==> src/rtl/pse_pkg.sv <==
// ----------------------------------------------------------------------------
// Position speed estimator package
// Shared widths, reset values and the controller/datapath interface types.
// ----------------------------------------------------------------------------
package pse_pkg;

  localparam int DEF_POS_WIDTH   = 32;
  localparam int DEF_STAMP_WIDTH = 32;
  localparam int TPM_W           = 16;
  localparam int SPEED_W         = 32;
  localparam logic [TPM_W-1:0] TPM_RESET = 16'd1000;

  typedef struct packed {
    logic       load;
    logic       sq;
    logic [1:0] sel;
    logic       root;
    logic       mul;
    logic       div;
    logic       out_load;
  } pse_cmd_t;

  typedef struct packed {
    logic zero_dt;
  } pse_stat_t;

endpackage

==> src/rtl/pse_ctrl.sv <==
// ----------------------------------------------------------------------------
// Position speed estimator controller
// Sequences squaring, square root, scaling and division; owns output valid.
// ----------------------------------------------------------------------------
module pse_ctrl
  import pse_pkg::*;
#(
  parameter int POS_WIDTH = DEF_POS_WIDTH
) (
  input  logic      clk,
  input  logic      rst_n,
  input  logic      in_tvalid,
  output logic      in_tready,
  output logic      out_tvalid,
  input  logic      out_tready,
  output pse_cmd_t  cmd,
  input  pse_stat_t stat
);

  localparam int RT_W   = POS_WIDTH + 2;
  localparam int PROD_W = RT_W + TPM_W;
  localparam int CNT_W  = $clog2(PROD_W);

  localparam logic [2:0] S_IDLE = 3'd0;
  localparam logic [2:0] S_SQ   = 3'd1;
  localparam logic [2:0] S_ROOT = 3'd2;
  localparam logic [2:0] S_MUL  = 3'd3;
  localparam logic [2:0] S_DIV  = 3'd4;
  localparam logic [2:0] S_DONE = 3'd5;

  logic [2:0]       state_r, state_nxt;
  logic [CNT_W-1:0] cnt_r, cnt_nxt;
  logic             out_valid_r, out_valid_nxt;
  logic             out_free;

  assign out_free   = !out_valid_r || out_tready;
  assign in_tready  = (state_r == S_IDLE);
  assign out_tvalid = out_valid_r;

  always_comb begin
    state_nxt    = state_r;
    cnt_nxt      = cnt_r;
    cmd          = '0;
    cmd.sel      = (cnt_r[1:0] == 2'd3) ? 2'd2 : cnt_r[1:0];
    case (state_r)
      S_IDLE: begin
        if (in_tvalid) begin
          cmd.load  = 1'b1;
          state_nxt = S_SQ;
          cnt_nxt   = '0;
        end
      end
      S_SQ: begin
        cmd.sq  = 1'b1;
        cnt_nxt = cnt_r + 1'b1;
        if (cnt_r == CNT_W'(3)) begin
          cnt_nxt   = '0;
          state_nxt = stat.zero_dt ? S_DONE : S_ROOT;
        end
      end
      S_ROOT: begin
        cmd.root = 1'b1;
        cnt_nxt  = cnt_r + 1'b1;
        if (cnt_r == CNT_W'(RT_W - 1)) begin
          cnt_nxt   = '0;
          state_nxt = S_MUL;
        end
      end
      S_MUL: begin
        cmd.mul   = 1'b1;
        cnt_nxt   = '0;
        state_nxt = S_DIV;
      end
      S_DIV: begin
        cmd.div = 1'b1;
        cnt_nxt = cnt_r + 1'b1;
        if (cnt_r == CNT_W'(PROD_W - 1)) begin
          cnt_nxt   = '0;
          state_nxt = S_DONE;
        end
      end
      S_DONE: begin
        if (out_free) begin
          cmd.out_load = 1'b1;
          state_nxt    = S_IDLE;
        end
      end
      default: begin
        state_nxt = S_IDLE;
        cnt_nxt   = '0;
      end
    endcase
  end

  always_comb begin
    out_valid_nxt = out_valid_r;
    if (cmd.out_load) begin
      out_valid_nxt = 1'b1;
    end else if (out_tready) begin
      out_valid_nxt = 1'b0;
    end
  end

  always_ff @(posedge clk) begin
    if (!rst_n) begin
      state_r     <= S_IDLE;
      cnt_r       <= '0;
      out_valid_r <= 1'b0;
    end else begin
      state_r     <= state_nxt;
      cnt_r       <= cnt_nxt;
      out_valid_r <= out_valid_nxt;
    end
  end

  a_load_starts: assert property (@(posedge clk) disable iff (!rst_n)
    cmd.load |=> (state_r == S_SQ) && (cnt_r == '0))
    else $error("accepted item did not start squaring");

  a_out_no_overwrite: assert property (@(posedge clk) disable iff (!rst_n)
    cmd.out_load |-> (!out_valid_r || out_tready))
    else $error("result overwritten while still held");

  a_out_valid_after_load: assert property (@(posedge clk) disable iff (!rst_n)
    cmd.out_load |=> out_valid_r)
    else $error("loaded result not presented");

  a_div_ends: assert property (@(posedge clk) disable iff (!rst_n)
    (state_r == S_DIV) && (cnt_r == CNT_W'(PROD_W - 1)) |=> (state_r == S_DONE))
    else $error("division did not finish on its last step");

endmodule

==> src/rtl/pse_dpath.sv <==
// ----------------------------------------------------------------------------
// Position speed estimator datapath
// Differences, sum of squares, digit-by-digit root, scaling, restoring divide.
// ----------------------------------------------------------------------------
module pse_dpath
  import pse_pkg::*;
#(
  parameter int POS_WIDTH   = DEF_POS_WIDTH,
  parameter int STAMP_WIDTH = DEF_STAMP_WIDTH
) (
  input  logic                   clk,
  input  logic                   rst_n,
  input  pse_cmd_t               cmd,
  output pse_stat_t              stat,
  input  logic [POS_WIDTH-1:0]   pos_x,
  input  logic [POS_WIDTH-1:0]   pos_y,
  input  logic [POS_WIDTH-1:0]   pos_z,
  input  logic [STAMP_WIDTH-1:0] stamp,
  input  logic                   cfg_we,
  input  logic [TPM_W-1:0]       cfg_data,
  output logic [SPEED_W-1:0]     speed,
  output logic                   zero_interval,
  output logic                   saturated
);

  localparam int MAG_W  = POS_WIDTH + 1;
  localparam int SQ_W   = 2 * MAG_W;
  localparam int RT_W   = MAG_W + 1;
  localparam int SUM_W  = 2 * RT_W;
  localparam int REM_W  = RT_W + 3;
  localparam int PROD_W = RT_W + TPM_W;
  localparam int QX_W   = (PROD_W > SPEED_W) ? PROD_W : SPEED_W + 1;

  logic [POS_WIDTH-1:0]   prev_r [3];
  logic [POS_WIDTH-1:0]   pos_in [3];
  logic [STAMP_WIDTH-1:0] prev_stamp_r;
  logic [TPM_W-1:0]       tpm_r;
  logic [MAG_W-1:0]       mag_r [3];
  logic [MAG_W-1:0]       mag_nxt [3];
  logic [MAG_W-1:0]       diff [3];
  logic [STAMP_WIDTH-1:0] dt_r;
  logic                   zero_dt_r;
  logic [SQ_W-1:0]        p_r;
  logic [SUM_W-1:0]       sum_r;
  logic [RT_W-1:0]        root_r;
  logic [REM_W-1:0]       rem_r;
  logic [REM_W-1:0]       rem_sh;
  logic [REM_W-1:0]       trial;
  logic [PROD_W-1:0]      prod_r;
  logic [STAMP_WIDTH-1:0] drem_r;
  logic [STAMP_WIDTH:0]   drem_sh;
  logic                   qbit;
  logic [QX_W-1:0]        qx;
  logic                   sat_c;
  logic [SPEED_W-1:0]     speed_r;
  logic                   zero_r;
  logic                   sat_r;

  assign pos_in[0] = pos_x;
  assign pos_in[1] = pos_y;
  assign pos_in[2] = pos_z;

  always_comb begin
    for (int i = 0; i < 3; i++) begin
      diff[i]    = {pos_in[i][POS_WIDTH-1], pos_in[i]} - {prev_r[i][POS_WIDTH-1], prev_r[i]};
      mag_nxt[i] = diff[i][MAG_W-1] ? (~diff[i] + 1'b1) : diff[i];
    end
  end

  assign stat.zero_dt = zero_dt_r;

  assign rem_sh  = {rem_r[RT_W:0], sum_r[SUM_W-1 -: 2]};
  assign trial   = {1'b0, root_r, 2'b01};
  assign drem_sh = {drem_r, prod_r[PROD_W-1]};
  assign qbit    = (drem_sh >= {1'b0, dt_r});
  assign qx      = QX_W'(prod_r);
  assign sat_c   = |qx[QX_W-1:SPEED_W];

  always_ff @(posedge clk) begin
    if (!rst_n) begin
      for (int i = 0; i < 3; i++) begin
        prev_r[i] <= '0;
      end
      prev_stamp_r <= '0;
      tpm_r        <= TPM_RESET;
    end else begin
      if (cfg_we) begin
        tpm_r <= cfg_data;
      end
      if (cmd.load) begin
        for (int i = 0; i < 3; i++) begin
          prev_r[i] <= pos_in[i];
        end
        prev_stamp_r <= stamp;
      end
    end
  end

  always_ff @(posedge clk) begin
    if (cmd.load) begin
      for (int i = 0; i < 3; i++) begin
        mag_r[i] <= mag_nxt[i];
      end
      dt_r      <= stamp - prev_stamp_r;
      zero_dt_r <= (stamp == prev_stamp_r);
      p_r       <= '0;
      sum_r     <= '0;
      root_r    <= '0;
      rem_r     <= '0;
    end
    if (cmd.sq) begin
      p_r   <= mag_r[cmd.sel] * mag_r[cmd.sel];
      sum_r <= sum_r + SUM_W'(p_r);
    end
    if (cmd.root) begin
      sum_r <= {sum_r[SUM_W-3:0], 2'b00};
      if (rem_sh >= trial) begin
        rem_r  <= rem_sh - trial;
        root_r <= {root_r[RT_W-2:0], 1'b1};
      end else begin
        rem_r  <= rem_sh;
        root_r <= {root_r[RT_W-2:0], 1'b0};
      end
    end
    if (cmd.mul) begin
      prod_r <= {{TPM_W{1'b0}}, root_r} * {{RT_W{1'b0}}, tpm_r};
      drem_r <= '0;
    end
    if (cmd.div) begin
      drem_r <= qbit ? STAMP_WIDTH'(drem_sh - {1'b0, dt_r}) : drem_sh[STAMP_WIDTH-1:0];
      prod_r <= {prod_r[PROD_W-2:0], qbit};
    end
    if (cmd.out_load) begin
      zero_r <= zero_dt_r;
      if (zero_dt_r) begin
        speed_r <= '0;
        sat_r   <= 1'b0;
      end else begin
        speed_r <= sat_c ? '1 : qx[SPEED_W-1:0];
        sat_r   <= sat_c;
      end
    end
  end

  assign speed         = speed_r;
  assign zero_interval = zero_r;
  assign saturated     = sat_r;

endmodule

==> src/rtl/position_speed_estimator_top.sv <==
// ----------------------------------------------------------------------------
// Position speed estimator
// Speed from successive timestamped 3D positions.
//
// Input stream in_*: one item per position sample, tdata packs pos_x, pos_y,
// pos_z (signed Q16.16) and stamp (tick count). Output stream out_*: one item
// per sample, tdata is speed (unsigned Q16.16 per millisecond), tuser carries
// the zero_interval and saturated flags. cfg_* writes ticks_per_ms; write it
// only while the block is idle.
// Each item is squared on one multiplier, then takes one root digit per cycle,
// one scaling multiply and one quotient bit per cycle before a valid result.
// The next item is taken once the result is loaded; a zero tick interval
// skips root, scaling and divide. A single output register holds the result,
// so the next item is accepted while it waits; if the receiver stalls, the
// following result waits in the controller until the register frees.
// Reset clears the stored position and stamp to zero, ticks_per_ms to 1000.
// ----------------------------------------------------------------------------
module position_speed_estimator_top
  import pse_pkg::*;
#(
  parameter int POS_WIDTH   = DEF_POS_WIDTH,
  parameter int STAMP_WIDTH = DEF_STAMP_WIDTH
) (
  input  logic                 clk,
  input  logic                 rst_n,
  input  logic                 in_tvalid,
  output logic                 in_tready,
  // pos_x, pos_y, pos_z, stamp, zero padding
  input  logic [((3*POS_WIDTH+STAMP_WIDTH+7)/8)*8-1:0] in_tdata,
  output logic                 out_tvalid,
  input  logic                 out_tready,
  // speed
  output logic [SPEED_W-1:0]   out_tdata,
  // zero_interval, saturated
  output logic [1:0]           out_tuser,
  input  logic                 cfg_valid,
  output logic                 cfg_ready,
  input  logic [TPM_W-1:0]     cfg_data
);

  pse_cmd_t  cmd;
  pse_stat_t stat;
  logic      zero_interval;
  logic      saturated;

  assign cfg_ready = 1'b1;
  assign out_tuser = {saturated, zero_interval};

  pse_ctrl #(
    .POS_WIDTH(POS_WIDTH)
  ) u_ctrl (
    .clk        (clk),
    .rst_n      (rst_n),
    .in_tvalid  (in_tvalid),
    .in_tready  (in_tready),
    .out_tvalid (out_tvalid),
    .out_tready (out_tready),
    .cmd        (cmd),
    .stat       (stat)
  );

  pse_dpath #(
    .POS_WIDTH  (POS_WIDTH),
    .STAMP_WIDTH(STAMP_WIDTH)
  ) u_dpath (
    .clk          (clk),
    .rst_n        (rst_n),
    .cmd          (cmd),
    .stat         (stat),
    .pos_x        (in_tdata[POS_WIDTH-1:0]),
    .pos_y        (in_tdata[2*POS_WIDTH-1:POS_WIDTH]),
    .pos_z        (in_tdata[3*POS_WIDTH-1:2*POS_WIDTH]),
    .stamp        (in_tdata[3*POS_WIDTH+STAMP_WIDTH-1:3*POS_WIDTH]),
    .cfg_we       (cfg_valid),
    .cfg_data     (cfg_data),
    .speed        (out_tdata),
    .zero_interval(zero_interval),
    .saturated    (saturated)
  );

endmodule

==> config.mk <==
export PLATFORM = sky130hd
export DESIGN_NAME = position_speed_estimator_top
export DESIGN_NICKNAME = d
export VERILOG_FILES = /design/src/rtl/pse_pkg.sv /design/src/rtl/pse_ctrl.sv /design/src/rtl/pse_dpath.sv /design/src/rtl/position_speed_estimator_top.sv
export SDC_FILE = /design/constraint.sdc
export NUM_CORES = 2
export LEC_CHECK = 0
export BUFFER_PORTS_ARGS = -buffer_cell sky130_fd_sc_hd__buf_4
export CAP_MARGIN = 20
export CORE_ASPECT_RATIO = 1.1
export CORE_MARGIN = 2
export CORE_UTILIZATION = 45
export CTS_CLUSTER_SIZE = 12
export DETAILED_ROUTE_END_ITERATION = 8
export SLEW_MARGIN = 15
export SYNTH_ARGS = -nofsm -noshare
export SYNTH_HDL_FRONTEND = slang
export SYNTH_SLANG_ARGS = --single-unit
==> constraint.sdc <==
create_clock -name clk -period 16.83 [get_ports clk]
set_input_delay 2.5245 -clock clk [delete_from_list [all_inputs] [get_ports clk]]
set_output_delay 2.5245 -clock clk [all_outputs]
set_load 0.03 [all_outputs]
**Word-level counts from Yosys, hierarchy flattened**

Memories as Yosys holds them, arrays and structs flattened.
Index checks and enable logic that the tools add are counted.

- Bits of input ports: 149
- RAM bits: 195
- Memories: 2
- Logic and storage cells: 118
- Output and inout bits: 37
- Flip-flop bits (word level): 410

- Order comparisons: 2
- $add $sub $neg: 11
- Bitwise operators: 7
- Eq/ne operators: 15
- Muxes and demuxes: 51
- Reduce and logical (&&, ||, !) cells: 11
- $mul: 2

Memory list:

| name | words | bits a word | read ports | clocked after Yosys merged registers in | wr ports | RTL line | text |
|---|---|---|---|---|---|---|---|
| u_dpath.mag_r | 3 | 33 | 1 | 0 | 3 | pse_dpath.sv:38 | `logic [MAG_W-1:0] mag_r [3];` |
| u_dpath.prev_r | 3 | 32 | 3 | 0 | 3 | pse_dpath.sv:34 | `logic [POS_WIDTH-1:0] prev_r [3];` |

Operators with widths:

| operator | number |
|---|---|
| $mux 32 | 7 |
| $mux 68 | 3 |
| $mux 66 | 2 |
| $mux 35 | 3 |
| $mux 50 | 2 |
| $add 33x1->33 const B | 3 |
| $mux 33 | 3 |
| $not 33->33 | 3 |
| $sub 32x32->33 | 3 |
| $add 68x66->68 | 1 |
| $mux 34 | 2 |
| $mul 33x33->66 | 1 |
| $sub 32x32->32 | 2 |
| $mul 34x16->50 | 1 |
| $ge 37x36->1 | 1 |
| $sub 35x35->35 | 1 |
| $ge 33x32->1 | 1 |
| $eq 32x32->1 | 1 |
| $pmux 6 s5 | 1 |
| $mux 6 | 4 |
| $mux 3 | 6 |
| $pmux 3 s6 | 1 |
| $reduce_or 18->1 | 1 |
| $mux 1 | 16 |
| other kinds (19) | 30 |

**Longest topological paths before layout**

- Depth in word-level cells: 6
- Mapped depth: 38
- Mapped depth without buffers: 35

**Cells and area by module**

A second synthesis with hierarchy kept.

- Cells, all modules: 9417
- Area, all modules: 86482.9 um^2

Modules (own cells, without submodules):

| module | area each (um^2) | cells each | instances | seq. area each (um^2) |
|---|---|---|---|---|
| pse_dpath | 85766.0 | 9325 | 1 | 17336.6 |
| pse_ctrl | 690.7 | 88 | 1 | 200.2 |
| position_speed_estimator_top | 26.3 | 4 | 1 | 0.0 |

**Worst setup path after synthesis**

OpenSTA, ideal clock, no wires.

- Kind: reg-to-reg
- Start: reg u_ctrl.cnt_r[0]
- End: reg u_dpath.p_r[59] (data pin)
- Buffers on the path: 3
- Data required time: 16.548 ns
- Period minus slack after synthesis: 9.284 ns
- Library setup time: 0.282 ns
- Slack: 7.546 ns
- Arrival time: 9.002 ns
- Stages on the path, launching flop included: 35
- Cell sequence: dfxtp_1 -> ha_1 -> clkbuf_1 -> buf_1 -> mux2i_1 -> a21oi_1 -> clkinv_1 -> clkbuf_1 -> nor2_1 -> fa_1 -> ha_1 -> a21o_1 -> fa_1 -> inv_1 -> fa_1 -> inv_1 -> fa_1 -> inv_1 -> fa_1 -> inv_1 -> fa_1 -> inv_1 -> fa_1 -> inv_1 -> ha_1 -> nand4_1 -> nor3_1 -> a221o_1 -> a311oi_1 -> o21ai_0 -> a21oi_1 -> o41ai_1 -> a221oi_1 -> nand4_1 -> o211ai_1

- Longest elaborated chain between the ends: 5

Ends and longest elaborated chain:

| what | RTL line | text |
|---|---|---|
| start: declaration | pse_ctrl.sv:32 | `logic [CNT_W-1:0] cnt_r, cnt_nxt;` |
| start signal: assignment | pse_ctrl.sv:111 | `cnt_r <= cnt_nxt;` |
| $eq 2x2->1 | pse_ctrl.sv:44 | `cmd.sel = (cnt_r[1:0] == 2'd3) ? 2'd2 : cnt_r[1:0];` |
| $mux 2 * | pse_ctrl.sv:44 |  |
| $mem_v2 3x33 * | -- |  |
| $mul 33x33->66 * | pse_dpath.sv:112 | `p_r <= mag_r[cmd.sel] * mag_r[cmd.sel];` |
| $mux 66 * | pse_dpath.sv:111 | `if (cmd.sq) begin` |
| end signal: assignment | pse_dpath.sv:112 |  |
| end: declaration | pse_dpath.sv:43 | `logic [SQ_W-1:0] p_r;` |

Mark *: on every way between the ends. The rest lies on a longest branch, timed or not.
A chain may end at the register's enable or synchronous reset.

**Final worst setup path**

- Start: reg u_ctrl.cnt_r[1]
- End: reg u_dpath.p_r[55] (data pin)

The elaborated chain is that of the path after synthesis.

==> results.ini <==
[floorplan]
initial_core_util = 0.453
ios = 186
die_area_um2 = 196000
die_y_um = 464
rows = 168
core_region_area_um2 = 191000
die_width_um = 422

[clock_network]
clk_pin_slew_ps = 60
root_buffer = clkbuf_16
cts_buffers = 76
tritoncts = yes
clock_sinks = 604
htreeDepth = 3
clock_path_buffers = 3
hold_buffers = 0
post_cts_buffers = 0
post_cts.resized_instances = 0
insertion_delay_ps = 750

[sta]
slew_viol_final = 0
final.min_clock_period_ps = 11190
slew_headroom = 0.233
rsz0062_at_grt = no
final.setup.tns_ps = 0
hold_ws_ps = 465
max_slew.worst_pin.slew_ps = 1150
finalHoldViolCount = 0
finalClockSkew_ps = 67.5
final-setup-viol-count = 0
fmax_mhz = 89.3
fin_ws_ps = 5640
fin_crit_sh = 0.665

[detailed_routing]
via_per_inst = 5.43
drtAntennaViolNets = 0
drc_errors = 0
dr_total_vias = 65135
routed_wl_mm = 243
routedWlPerCell_um = 20.3
dr.first_iter.drc_count = 4449
detail_route.first_pass.iterations = 6

[yosys]
ys_types = 100
netlist_area_um2 = 86400
yosysWarningCount = 0
avgSynthCellArea_um2 = 9.13
ys_seq_elements = 604
yosysSeqAreaShare = 0.203
synth-main-ff-cell = edfxtp_1
syn_nets = 11575
synth_edf_count = 544
synthArstFlopShare = 0
postSynthCellCount = 9464

[worst_setup_path]
crit_arrival_ps = 11630
path_delay_family = adder cells
path_class = reg -> reg
reg2reg_setup_slack_ps = 5640
crit_top_cell = fa_1
worstSetupEndpointType = register
required_ps = 17260
slowest_delay_ps = 680
crit_slowest_cell = a221oi_1
path_max_fanout = 44
startpoint_type = register
cp_num_buf_inv = 9

[grt]
grt_max_degree = 129
grt_pass1_wl_mm = 386
first_global_vias = 68531
antenna_found_initial = 8
grtUsageTotal = 0.251
overflow = 0

[placed_design]
preCtsSetupSlack_ps = 5790
dp_hpwl_mm = 188
io_buffers = 184
place_congestion = 0.948

[status]
status = finished, final reports clean

[cells_and_area]
fill_cells = 18117
nets = 11495
drive_gt1_frac = 0.0533
syn2layout_area_growth_pct = 7.40

[job]
drv_cap = 0

[min_path]
hp-class = reg -> reg

cells in the mapped netlist (30+ instances only):
library cell,number,area [µm²]
and2_1,175,1090
a21oi_1,485,2430
nor3_1,73,365
nand2_1,1095,4110
clkbuf_1,402,1510
dfxtp_1,60,1200
nand3_1,92,460
a21boi_0,51,383
o21ai_0,296,1480
xnor2_1,256,2240
nor2_1,726,2730
nand4_1,76,475
o21bai_1,61,458
and3_1,145,907
ha_1,651,8150
fa_1,1311,26200
o31ai_1,30,225
nor2b_1,63,394
inv_1,1805,6780
a21o_1,217,1630
mux2i_1,66,661
xor2_1,154,1350
nand2b_1,59,369
edfxtp_1,544,16300
o21a_1,45,338
a211oi_1,54,405
a31oi_1,59,369
cells by family after synthesis:
| group | share of synthesized area |
|---|---|
| compound gates | 0.113 |
| flops | 0.203 |
| other cells | 0.0000434 |
| buf+inv | 0.0980 |
| simple gates | 0.138 |
| fa+ha+maj | 0.398 |
| mux | 0.00868 |
| xor+xnor | 0.0415 |
worst min-delay path, stage by stage, from the launching register on:
cell	delay, ps
dfxtp_1	300
nand2_1	40
a21boi_0	60
cell usage in the layout (no fill, tap or decap), types with 154 or more instances in the layout:
| master | synthesis | routed |
|---|---|---|
| nor2_1 | 726 | 723 |
| and2_1 | 175 | 174 |
| xor2_1 | 154 | 154 |
| buf_4 | 4 | 276 |
| ha_1 | 651 | 650 |
| xnor2_1 | 256 | 256 |
| fa_1 | 1311 | 1311 |
| a21oi_1 | 485 | 469 |
| nand2_1 | 1095 | 1090 |
| o21ai_0 | 296 | 295 |
| edfxtp_1 | 544 | 544 |
| a21o_1 | 217 | 217 |
| inv_1 | 1805 | 1804 |
area by class of cell:
cell class	count	area, µm²	share of cell area
Multi-Input combinational cell	6610	60600	0.653
Sequential cell	604	17500	0.189
Inverter	1814	6820	0.0734
Tap cell	2550	3190	0.0344
Timing Repair Buffer	278	2100	0.0227
Clock buffer	94	2030	0.0218
Clock inverter	44	500	0.00539
Antenna cell	6	15.0	0.000162
state kept, by name (all words and copies together) (netlist names), 3 cells and up:
signal / count
u_dpath.root_r: 34
u_dpath.drem_r: 32
u_dpath.prod_r: 50
u_dpath.tpm_r: 16
u_dpath.mag_r: 99
u_dpath.dt_r: 32
u_ctrl.state_r: 3
u_dpath.rem_r: 35
u_dpath.sum_r: 68
u_dpath.p_r: 65
u_dpath.prev_r: 96
u_ctrl.cnt_r: 6
u_dpath.prev_stamp_r: 32
u_dpath.speed: 32
path summary, 6_finish.rpt:
| kind | cells after the start | endpoint | start |
|---|---|---|---|
| worst min register to register | 2 | u_dpath.prev_stamp_r[6]$_SDFFE_PN0P_ | u_dpath.prev_stamp_r[6]$_SDFFE_PN0P_ |
| worst min-delay path | 2 | u_dpath.prev_stamp_r[6]$_SDFFE_PN0P_ | u_dpath.prev_stamp_r[6]$_SDFFE_PN0P_ |
| worst max register to register | 32 | u_dpath.p_r[55]$_SDFFCE_PN0P_ | u_ctrl.cnt_r[1]$_SDFFE_PN0P_ |
| worst max-delay path | 32 | u_dpath.p_r[55]$_SDFFCE_PN0P_ | u_ctrl.cnt_r[1]$_SDFFE_PN0P_ |
metrics by stage:
stage,util,instances,cell area [µm²]
final,0.487,12000,92800
after global routing,0.487,12000,92800
after CTS,0.487,11993,92800
after detailed placement,0.473,11855,90300
after global placement,0.473,11854,90300
after floorplan,-,9464,86400
routing by layer:
metal / share of wire / GRT usage / up-vias
li1: - / - / 30192
met1: 0.42 / 0.328 / 32650
met2: 0.48 / 0.420 / 1882
met3: 0.060 / 0.0351 / 409
met4: 0.042 / 0.100 / 2
met5: 0.000053 / 0 / -
Power is left out: the tool's default activity adds up to more than one toggle a clock period on the data nets, which glitch-free logic cannot reach.
